===== config.mk =====
export PLATFORM = sky130hd
export DESIGN_NAME = cellular_noise_nearest_point_core
export DESIGN_NICKNAME = d
export VERILOG_FILES = /design/src/rtl/cnnp_pkg.sv /design/src/rtl/cellular_noise_nearest_point_core.sv
export SDC_FILE = /design/constraint.sdc
export NUM_CORES = 2
export LEC_CHECK = 0
export ABC_AREA = 0
export BUFFER_PORTS_ARGS = -buffer_cell sky130_fd_sc_hd__buf_2
export CORE_ASPECT_RATIO = 0.6
export CORE_MARGIN = 5
export CORE_UTILIZATION = 45
export CTS_CLUSTER_SIZE = 20
export DETAILED_ROUTE_END_ITERATION = 12
export HOLD_SLACK_MARGIN = 0.05
export PLACE_DENSITY_LB_ADDON = 0.25
export SYNTH_ARGS = -nofsm -noshare
export SYNTH_HDL_FRONTEND = slang
export SYNTH_SLANG_ARGS = --single-unit

===== constraint.sdc =====
create_clock -name clk -period 17.15 [get_ports clk]
set_input_delay 1.715 -clock clk [delete_from_list [all_inputs] [get_ports clk]]
set_output_delay 1.715 -clock clk [all_outputs]
set_load 0.02 [all_outputs]

===== src/rtl/cnnp_pkg.sv =====
// Shared types and constants for the cellular noise nearest point core.
`default_nettype none
package cnnp_pkg;

    localparam logic [31:0] HASH_BASIS = 32'd2166136261;
    localparam logic [31:0] HASH_PRIME = 32'd16777619;
    localparam logic [31:0] LCG_MUL    = 32'd1103515245;
    localparam logic [31:0] LCG_ADD    = 32'd12345;
    localparam logic [31:0] SEED_RESET = 32'd12312;

    localparam logic [1:0] REG_SEED   = 2'd0;
    localparam logic [1:0] REG_DIMS   = 2'd1;
    localparam logic [1:0] REG_METRIC = 2'd2;

    localparam logic [1:0] METRIC_EUCLID = 2'd0;
    localparam logic [1:0] METRIC_MANH   = 2'd1;
    localparam logic [1:0] METRIC_CHEB   = 2'd2;

    typedef logic [31:0] limit_array_t [8];
    localparam limit_array_t POISSON_LIMITS = '{
        32'd393325350, 32'd1022645910, 32'd1861739990, 32'd2700834071,
        32'd3372109335, 32'd3819626178, 32'd4075350088, 32'd4203212043
    };

    typedef enum logic [3:0] {
        ST_IDLE,
        ST_CELL,
        ST_HASH,
        ST_LCG0,
        ST_COUNT,
        ST_LCG,
        ST_DIFF,
        ST_ACC,
        ST_POINT,
        ST_SQRT,
        ST_SCALE
    } state_t;

endpackage
`default_nettype wire


===== src/rtl/cellular_noise_nearest_point_core.sv =====
// Top level of the Worley F1 cellular noise core with one shared multiplier.
`default_nettype none
// One sample point in, one F1 distance out. A small sequencer walks the 3, 9
// or 27 neighbor cells in turn; every hash step, LCG step and square of an axis
// difference goes through one shared 32x32 multiplier, one product per cycle.
// A cell holds 1 to 9 points, each visited axis by axis, and the Euclidean
// metric ends with a square root. The input is not ready while an item is in
// work; a finished result waits in the output register while the next request
// is taken, and a new result stalls only while the previous one is still unread.
module cellular_noise_nearest_point_core #(
    parameter int FRACTION_BITS       = 16,
    parameter int MAX_POINTS_PER_CELL = 9
) (
    input  wire logic        clk,
    input  wire logic        rst_n,
    input  wire logic        s_axis_tvalid,
    output logic             s_axis_tready,
    input  wire logic [95:0] s_axis_tdata,   // coord_x, coord_y, coord_z
    output logic             m_axis_tvalid,
    input  wire logic        m_axis_tready,
    output logic [23:0]      m_axis_tdata,   // noise_value, zero fill
    input  wire logic        cfg_valid,
    output logic             cfg_ready,
    input  wire logic [1:0]  cfg_index,
    input  wire logic [31:0] cfg_data
);
    localparam int FB = FRACTION_BITS;
    localparam int CB = 32 - FB;
    // three squared axis differences below 2^(FB+1) each
    localparam int AW = 2 * FB + 4;
    localparam int RW = FB + 2;

    cnnp_pkg::state_t state_reg, state_next;

    logic [31:0] seed_reg;
    logic [1:0]  dims_reg;
    logic [1:0]  metric_reg;

    logic signed [31:0] pos_reg [3];
    logic [31:0] base_reg [3];
    logic [1:0]  dcfg_reg;     // effective dims 1..3
    logic [1:0]  mcfg_reg;
    logic [1:0]  off_reg [3];  // 0..2 per axis
    logic [31:0] cell_reg [3];
    logic [31:0] seed_sq_reg;
    logic [31:0] rnd_reg;
    logic [1:0]  hstep_reg;
    logic [3:0]  npts_reg;
    logic [3:0]  pidx_reg;
    logic [1:0]  axis_reg;
    logic [32:0] ad_reg;
    logic [AW-1:0] acc_reg;
    logic [AW-1:0] best_reg;
    logic [AW-1:0] rem_reg;
    logic [RW-1:0] root_reg;
    logic [4:0]  sq_reg;
    logic [16:0] out_reg;
    logic        out_valid_reg;

    // output slot is free for a new result this cycle
    logic out_free;
    assign out_free = !out_valid_reg || m_axis_tready;

    // shared multiplier
    logic [31:0] mul_a, mul_b;
    logic [63:0] mul_p;
    assign mul_p = mul_a * mul_b;

    logic [31:0] hash_in;
    always_comb
    begin
        hash_in = seed_reg;
        case (hstep_reg)
            2'd0: hash_in = cell_reg[0];
            2'd1: hash_in = (dcfg_reg == 2'd1) ? seed_reg : cell_reg[1];
            2'd2: hash_in = (dcfg_reg == 2'd1) ? seed_sq_reg
                          : (dcfg_reg == 2'd2) ? seed_reg
                          : cell_reg[2] + seed_reg;
            default: hash_in = seed_reg;
        endcase
    end

    logic [4:0] cnt_next;
    always_comb
    begin
        cnt_next = 5'd1;
        for (int i = 0; i < 8; i++)
        begin
            if (rnd_reg >= cnnp_pkg::POISSON_LIMITS[i])
            begin
                cnt_next = cnt_next + 5'd1;
            end
        end
        if (cnt_next > 5'(MAX_POINTS_PER_CELL))
        begin
            cnt_next = 5'(MAX_POINTS_PER_CELL);
        end
    end

    logic [31:0] ax_cell;
    logic signed [31:0] ax_pos;
    assign ax_cell = cell_reg[axis_reg];
    assign ax_pos  = pos_reg[axis_reg];

    // feature coordinate minus sample, at 33+FB bits to hold any difference
    logic signed [32+FB:0] diff;
    assign diff = $signed({ax_cell, {FB{1'b0}}})
                + $signed({1'b0, {(32){1'b0}}, rnd_reg[31:CB]})
                - (32+FB+1)'(ax_pos);
    logic [32+FB:0] diff_abs;
    assign diff_abs = diff[32+FB] ? (32+FB+1)'(-diff) : diff;

    logic last_cell;
    always_comb
    begin
        last_cell = (off_reg[0] == 2'd2);
        if (dcfg_reg >= 2'd2) last_cell = last_cell && off_reg[1] == 2'd2;
        if (dcfg_reg == 2'd3) last_cell = last_cell && off_reg[2] == 2'd2;
    end

    logic [AW-1:0] sq_trial;
    assign sq_trial = {root_reg, 2'b01} << (2 * sq_reg);

    always_comb
    begin
        mul_a = 32'd0;
        mul_b = 32'd0;
        case (state_reg)
            cnnp_pkg::ST_CELL:
            begin
                mul_a = seed_reg;
                mul_b = seed_reg;
            end
            cnnp_pkg::ST_HASH:
            begin
                mul_a = rnd_reg ^ hash_in;
                mul_b = cnnp_pkg::HASH_PRIME;
            end
            cnnp_pkg::ST_LCG0, cnnp_pkg::ST_LCG:
            begin
                mul_a = rnd_reg;
                mul_b = cnnp_pkg::LCG_MUL;
            end
            cnnp_pkg::ST_ACC:
            begin
                mul_a = ad_reg[31:0];
                mul_b = ad_reg[31:0];
            end
            default:
            begin
                mul_a = 32'd0;
                mul_b = 32'd0;
            end
        endcase
    end

    always_comb
    begin
        state_next = state_reg;
        case (state_reg)
            cnnp_pkg::ST_IDLE:  if (s_axis_tvalid && s_axis_tready) state_next = cnnp_pkg::ST_CELL;
            cnnp_pkg::ST_CELL:  state_next = cnnp_pkg::ST_HASH;
            cnnp_pkg::ST_HASH:  if (hstep_reg == 2'd3) state_next = cnnp_pkg::ST_LCG0;
            cnnp_pkg::ST_LCG0:  state_next = cnnp_pkg::ST_COUNT;
            cnnp_pkg::ST_COUNT: state_next = cnnp_pkg::ST_LCG;
            cnnp_pkg::ST_LCG:   state_next = cnnp_pkg::ST_DIFF;
            cnnp_pkg::ST_DIFF:  state_next = cnnp_pkg::ST_ACC;
            cnnp_pkg::ST_ACC:
            begin
                if (axis_reg + 2'd1 < dcfg_reg) state_next = cnnp_pkg::ST_LCG;
                else                            state_next = cnnp_pkg::ST_POINT;
            end
            cnnp_pkg::ST_POINT:
            begin
                if (pidx_reg + 4'd1 < npts_reg) state_next = cnnp_pkg::ST_LCG;
                else if (!last_cell)            state_next = cnnp_pkg::ST_CELL;
                else if (mcfg_reg == cnnp_pkg::METRIC_EUCLID) state_next = cnnp_pkg::ST_SQRT;
                else                            state_next = cnnp_pkg::ST_SCALE;
            end
            cnnp_pkg::ST_SQRT:  if (sq_reg == 5'd0) state_next = cnnp_pkg::ST_SCALE;
            cnnp_pkg::ST_SCALE: if (out_free) state_next = cnnp_pkg::ST_IDLE;
            default:            state_next = cnnp_pkg::ST_IDLE;
        endcase
    end

    always_comb
    begin
        s_axis_tready = (state_reg == cnnp_pkg::ST_IDLE);
        cfg_ready     = (state_reg == cnnp_pkg::ST_IDLE);
        m_axis_tvalid = out_valid_reg;
        m_axis_tdata  = {7'd0, out_reg};
    end

    always_ff @(posedge clk or negedge rst_n)
    begin
        if (!rst_n)
        begin
            state_reg     <= cnnp_pkg::ST_IDLE;
            seed_reg      <= cnnp_pkg::SEED_RESET;
            dims_reg      <= 2'd2;
            metric_reg    <= cnnp_pkg::METRIC_EUCLID;
            out_valid_reg <= 1'b0;
        end
        else
        begin
            state_reg <= state_next;
            if (cfg_valid && cfg_ready)
            begin
                case (cfg_index)
                    cnnp_pkg::REG_SEED:   seed_reg   <= cfg_data;
                    cnnp_pkg::REG_DIMS:   dims_reg   <= cfg_data[1:0];
                    cnnp_pkg::REG_METRIC: metric_reg <= cfg_data[1:0];
                    default: ;
                endcase
            end
            if (state_reg == cnnp_pkg::ST_SCALE && out_free) out_valid_reg <= 1'b1;
            else if (m_axis_tvalid && m_axis_tready)         out_valid_reg <= 1'b0;
        end
    end

    logic [AW-1:0] dist_fin;
    always_comb
    begin
        dist_fin = (mcfg_reg == cnnp_pkg::METRIC_EUCLID) ? AW'(root_reg) : best_reg;
        if (dist_fin > (AW'(1) << FB)) dist_fin = AW'(1) << FB;
    end

    always_ff @(posedge clk)
    begin
        case (state_reg)
            cnnp_pkg::ST_IDLE:
            begin
                pos_reg[0] <= s_axis_tdata[31:0];
                pos_reg[1] <= s_axis_tdata[63:32];
                pos_reg[2] <= s_axis_tdata[95:64];
                base_reg[0] <= 32'(($signed(s_axis_tdata[31:0])) >>> FB);
                base_reg[1] <= 32'(($signed(s_axis_tdata[63:32])) >>> FB);
                base_reg[2] <= 32'(($signed(s_axis_tdata[95:64])) >>> FB);
                dcfg_reg <= (dims_reg == 2'd0) ? 2'd1 : dims_reg;
                mcfg_reg <= (metric_reg == 2'd3) ? cnnp_pkg::METRIC_EUCLID : metric_reg;
                off_reg[0] <= 2'd0;
                off_reg[1] <= 2'd0;
                off_reg[2] <= 2'd0;
                best_reg <= '1;
            end
            cnnp_pkg::ST_CELL:
            begin
                for (int a = 0; a < 3; a++)
                begin
                    cell_reg[a] <= base_reg[a] + 32'(off_reg[a]) - 32'd1;
                end
                seed_sq_reg <= mul_p[31:0];
                rnd_reg     <= cnnp_pkg::HASH_BASIS;
                hstep_reg   <= 2'd0;
            end
            cnnp_pkg::ST_HASH:
            begin
                if (hstep_reg != 2'd3)
                begin
                    // fold one word per cycle through the shared multiplier
                    rnd_reg <= mul_p[31:0];
                end
                hstep_reg <= hstep_reg + 2'd1;
            end
            cnnp_pkg::ST_LCG0:
            begin
                rnd_reg <= mul_p[31:0] + cnnp_pkg::LCG_ADD;
            end
            cnnp_pkg::ST_COUNT:
            begin
                npts_reg <= cnt_next[3:0];
                pidx_reg <= 4'd0;
                axis_reg <= 2'd0;
                acc_reg  <= '0;
            end
            cnnp_pkg::ST_LCG:
            begin
                rnd_reg <= mul_p[31:0] + cnnp_pkg::LCG_ADD;
            end
            cnnp_pkg::ST_DIFF:
            begin
                ad_reg <= 33'(diff_abs);
            end
            cnnp_pkg::ST_ACC:
            begin
                if (mcfg_reg == cnnp_pkg::METRIC_MANH)
                    acc_reg <= acc_reg + AW'(ad_reg);
                else if (mcfg_reg == cnnp_pkg::METRIC_CHEB)
                begin
                    if (AW'(ad_reg) > acc_reg) acc_reg <= AW'(ad_reg);
                end
                else
                    acc_reg <= acc_reg + AW'(mul_p);
                axis_reg <= axis_reg + 2'd1;
            end
            cnnp_pkg::ST_POINT:
            begin
                if (acc_reg < best_reg) best_reg <= acc_reg;
                acc_reg  <= '0;
                axis_reg <= 2'd0;
                pidx_reg <= pidx_reg + 4'd1;
                if (pidx_reg + 4'd1 >= npts_reg)
                begin
                    // advance the cell offsets, last axis fastest
                    if (off_reg[dcfg_reg - 2'd1] != 2'd2)
                        off_reg[dcfg_reg - 2'd1] <= off_reg[dcfg_reg - 2'd1] + 2'd1;
                    else
                    begin
                        off_reg[dcfg_reg - 2'd1] <= 2'd0;
                        if (dcfg_reg >= 2'd2 && off_reg[dcfg_reg - 2'd2] != 2'd2)
                            off_reg[dcfg_reg - 2'd2] <= off_reg[dcfg_reg - 2'd2] + 2'd1;
                        else if (dcfg_reg >= 2'd2)
                        begin
                            off_reg[dcfg_reg - 2'd2] <= 2'd0;
                            if (dcfg_reg == 2'd3) off_reg[0] <= off_reg[0] + 2'd1;
                        end
                    end
                end
                rem_reg  <= (acc_reg < best_reg) ? acc_reg : best_reg;
                root_reg <= '0;
                sq_reg   <= 5'(RW - 1);
            end
            cnnp_pkg::ST_SQRT:
            begin
                // restoring square root, one result bit per cycle
                if (rem_reg >= sq_trial)
                begin
                    rem_reg  <= rem_reg - sq_trial;
                    root_reg <= {root_reg[RW-2:0], 1'b1};
                end
                else
                begin
                    root_reg <= {root_reg[RW-2:0], 1'b0};
                end
                sq_reg <= sq_reg - 5'd1;
            end
            cnnp_pkg::ST_SCALE:
            begin
                // hold until the previous result has left the output register
                if (out_free)
                begin
                    if (FB >= 16) out_reg <= 17'(dist_fin >> (FB - 16));
                    else          out_reg <= 17'(dist_fin << (16 - FB));
                end
            end
            default: ;
        endcase
    end

endmodule
`default_nettype wire

==> results.yml <==
detailed_routing:
  drtIter0Drc: 6912
  drc_errors: 0
  via_per_inst: 6.01
  antenna_left: 0
  drtPass1Iterations: 7
  routedWlPerCell_um: 27.2
  dr_total_vias: 49900
  drt-total-wl_mm: 226
yosys:
  synthFlopType: "edfxtp_1"
  netlist_area_um2: 58100
  ys_ff_latch: 498
  yosys.area.top_type: "edfxtp_1"
  ys_top_cells_by_count: "inv_1, nand2_1, nor2_1, fa_1, ha_1"
  synth.distinct_cells: 89
  synth_most_common_cell: "inv_1"
  synth_edf_count: 455
  async_flop_share_pct: 8.23
  avgSynthCellArea_um2: 8.92
  netlist_instances: 6512
  yosysTopAreaCellShare_pct: 23.5
  synthTopCellsByArea: "edfxtp_1, fa_1, ha_1"
  ys_warn_count: 0
  synth-seq-area-share_pct: 25.4
critical_path:
  cp_slowest_stage_delay_ns: 0.66
  reg2reg_setup_slack_ns: 1.94
  critical_path_buf_inv_count: 8
  critPathLaunchType: "flop"
  worst-setup-path-type: "flop to flop"
  slowest_stage: "nor3_1"
  worstPathRequired_ns: 17.65
  cp_common_cell: "inv_1"
  critPathTopFamily: "compound AO/OA/AOI/OAI gates"
  r2r_start: "seed_reg[1]"
  worstRegToRegCells: 59
  endpoint_kind: "flop"
  cp_max_fo: 15
  r2r_end: "acc_reg[35]"
  critPathArrivalTime_ns: 15.71
timing:
  finalCriticalPeriod_ns: 15.21
  post-route-period-util_pct: 88.7
  finalSetupTns_ns: 0
  rsz0062_at_grt: "false"
  timing.hold.ws_ns: 0.526
  max_slew_margin_pct: 8.49
  finClkSkew_ns: 0.0409
  worstMarginPinSlew_ns: 1.36
  hold_viol: 0
  setup_slack_ns: 1.94
  finalSetupViolations: 0
  clock.fmax_ghz: 0.0657
  slew_violations: 0
die:
  dieArea_um2: 137000
  coreArea_um2: 129000
  die_x_um: 474
  pin_count: 162
  die_h_um: 288
  initial_utilization_pct: 45.2
  placementRows: 102
hold_path:
  timing.hold.worst_path_depth: 1
  min_from: "metric_reg[0]"
  hold_class: "flop to flop"
  min_to: "metric_reg[0]"
run_status:
  status: "finished, final reports clean"
clocking:
  cts_root_buf: "clkbuf_16"
  tritoncts: "done"
  cts.path.max_buffers: 3
  cts_buffers: 50
  cts_setup_buffers: 0
  hold_buffers: 0
  clk-insertion-delay-late_ns: 0.68
  clk_pin_slew_ns: 0.08
  clock-sinks: 498
  ctsResizeCount: 0
  cts-htree-levels: 2
global_routing:
  grt_pass1_vias: 47600
  antenna_found_initial: 10
  grt_pass1_wl_mm: 328
  grt.overflow.total: 0
  grt_usage_pct: 32.7
  grt_max_degree: 106
run:
  maxCapViolations: 0
place:
  pre_cts_ws_ns: 2.30
  portBuffers: 154
  gp_congestion: 1.02
  dp_hpwl_mm: 180
cells_and_area:
  largest_register_ffs: 90
  num-nets-final: 7672
  drive_above_1_share_pct: 8.31
  postLayoutCoreUtil_pct: 48.8
  area_growth_pct: 8.08
-- per-layer routing --
metal	global-route usage (%)	up-vias	part of all wire [%]
met5	0	-	0.024
met4	7.68	8	3.0
met3	14.7	353	16
met2	41.4	2973	36
met1	49.9	24500	45
li1	-	22000	-
-- worst max-delay path by stage --
stage | depth (start not counted) | endpoint | slack, ns | from
floorplan | 51 | acc_reg[35] | 0.84 | state_reg[1]
global placement | 59 | acc_reg[35] | 2.53 | seed_reg[1]
detailed placement | 59 | acc_reg[35] | 2.30 | seed_reg[1]
CTS | 59 | acc_reg[35] | 2.22 | seed_reg[1]
global route | 59 | acc_reg[35] | 1.24 | seed_reg[1]
finish | 59 | acc_reg[35] | 1.94 | seed_reg[1]
-- metrics by stage --
stage | std cells | cell area [µm²]
CTS | 8297 | 62800
finish | 8305 | 62800
global route | 8299 | 62800
detailed placement | 8205 | 61000
floorplan | 6518 | 58100
global placement | 8205 | 61000
-- area by class of cell --
type / instances / area (µm²)
diodes: 8 / 20.0
clock buffers: 59 / 1360
clock inverters: 33 / 440
fillers: 12400 / 65900
inverters: 912 / 3420
multi-input cells: 4800 / 38900
flip-flops and latches: 498 / 14700
well taps: 1716 / 2150
repair buffers: 279 / 1720
-- worst register-to-register path: cells and delay by family (launching register included) --
family          cells  cell delay [ns]
compound gates     28             6.16
fa+ha+maj          11             4.78
mux                 1             0.15
simple gates        7             1.61
flops               1             0.46
buf+inv             8             0.85
xor+xnor            4             1.02
-- cells in the final DEF, fill, tap and decap left out, types with 54 or more instances in the layout --
| cell | instances |
|---|---|
| o21ai_0 | 282 |
| buf_4 | 124 |
| and2_1 | 62 |
| nand2_1 | 676 |
| xnor2_1 | 210 |
| edfxtp_1 | 455 |
| nand3_1 | 88 |
| inv_1 | 909 |
| a21o_1 | 110 |
| nand2b_1 | 78 |
| nor2b_1 | 55 |
| xor2_1 | 87 |
| nor3_1 | 87 |
| nor2_1 | 648 |
| a21oi_1 | 444 |
| mux2i_1 | 131 |
| fa_1 | 533 |
| and3_1 | 54 |
| ha_1 | 461 |
| buf_2 | 154 |
| mux2_2 | 90 |
-- logic make-up after synthesis --
family                   count (synthesis)  synth area share (%)
AND/OR/NAND/NOR                       1940                  15.0
AO/OA/AOI/OAI                         1329                  14.4
buffers and inverters                 1220                  7.95
adder cells (fa/ha/maj)                996                  28.3
flip-flops                             498                  25.4
XOR/XNOR                               302                  4.66
multiplexers                           226                  4.20
other                                    1               0.00646
Power is left out: the tool's default activity adds up to more than one toggle a clock period on the data nets, which glitch-free logic cannot reach.
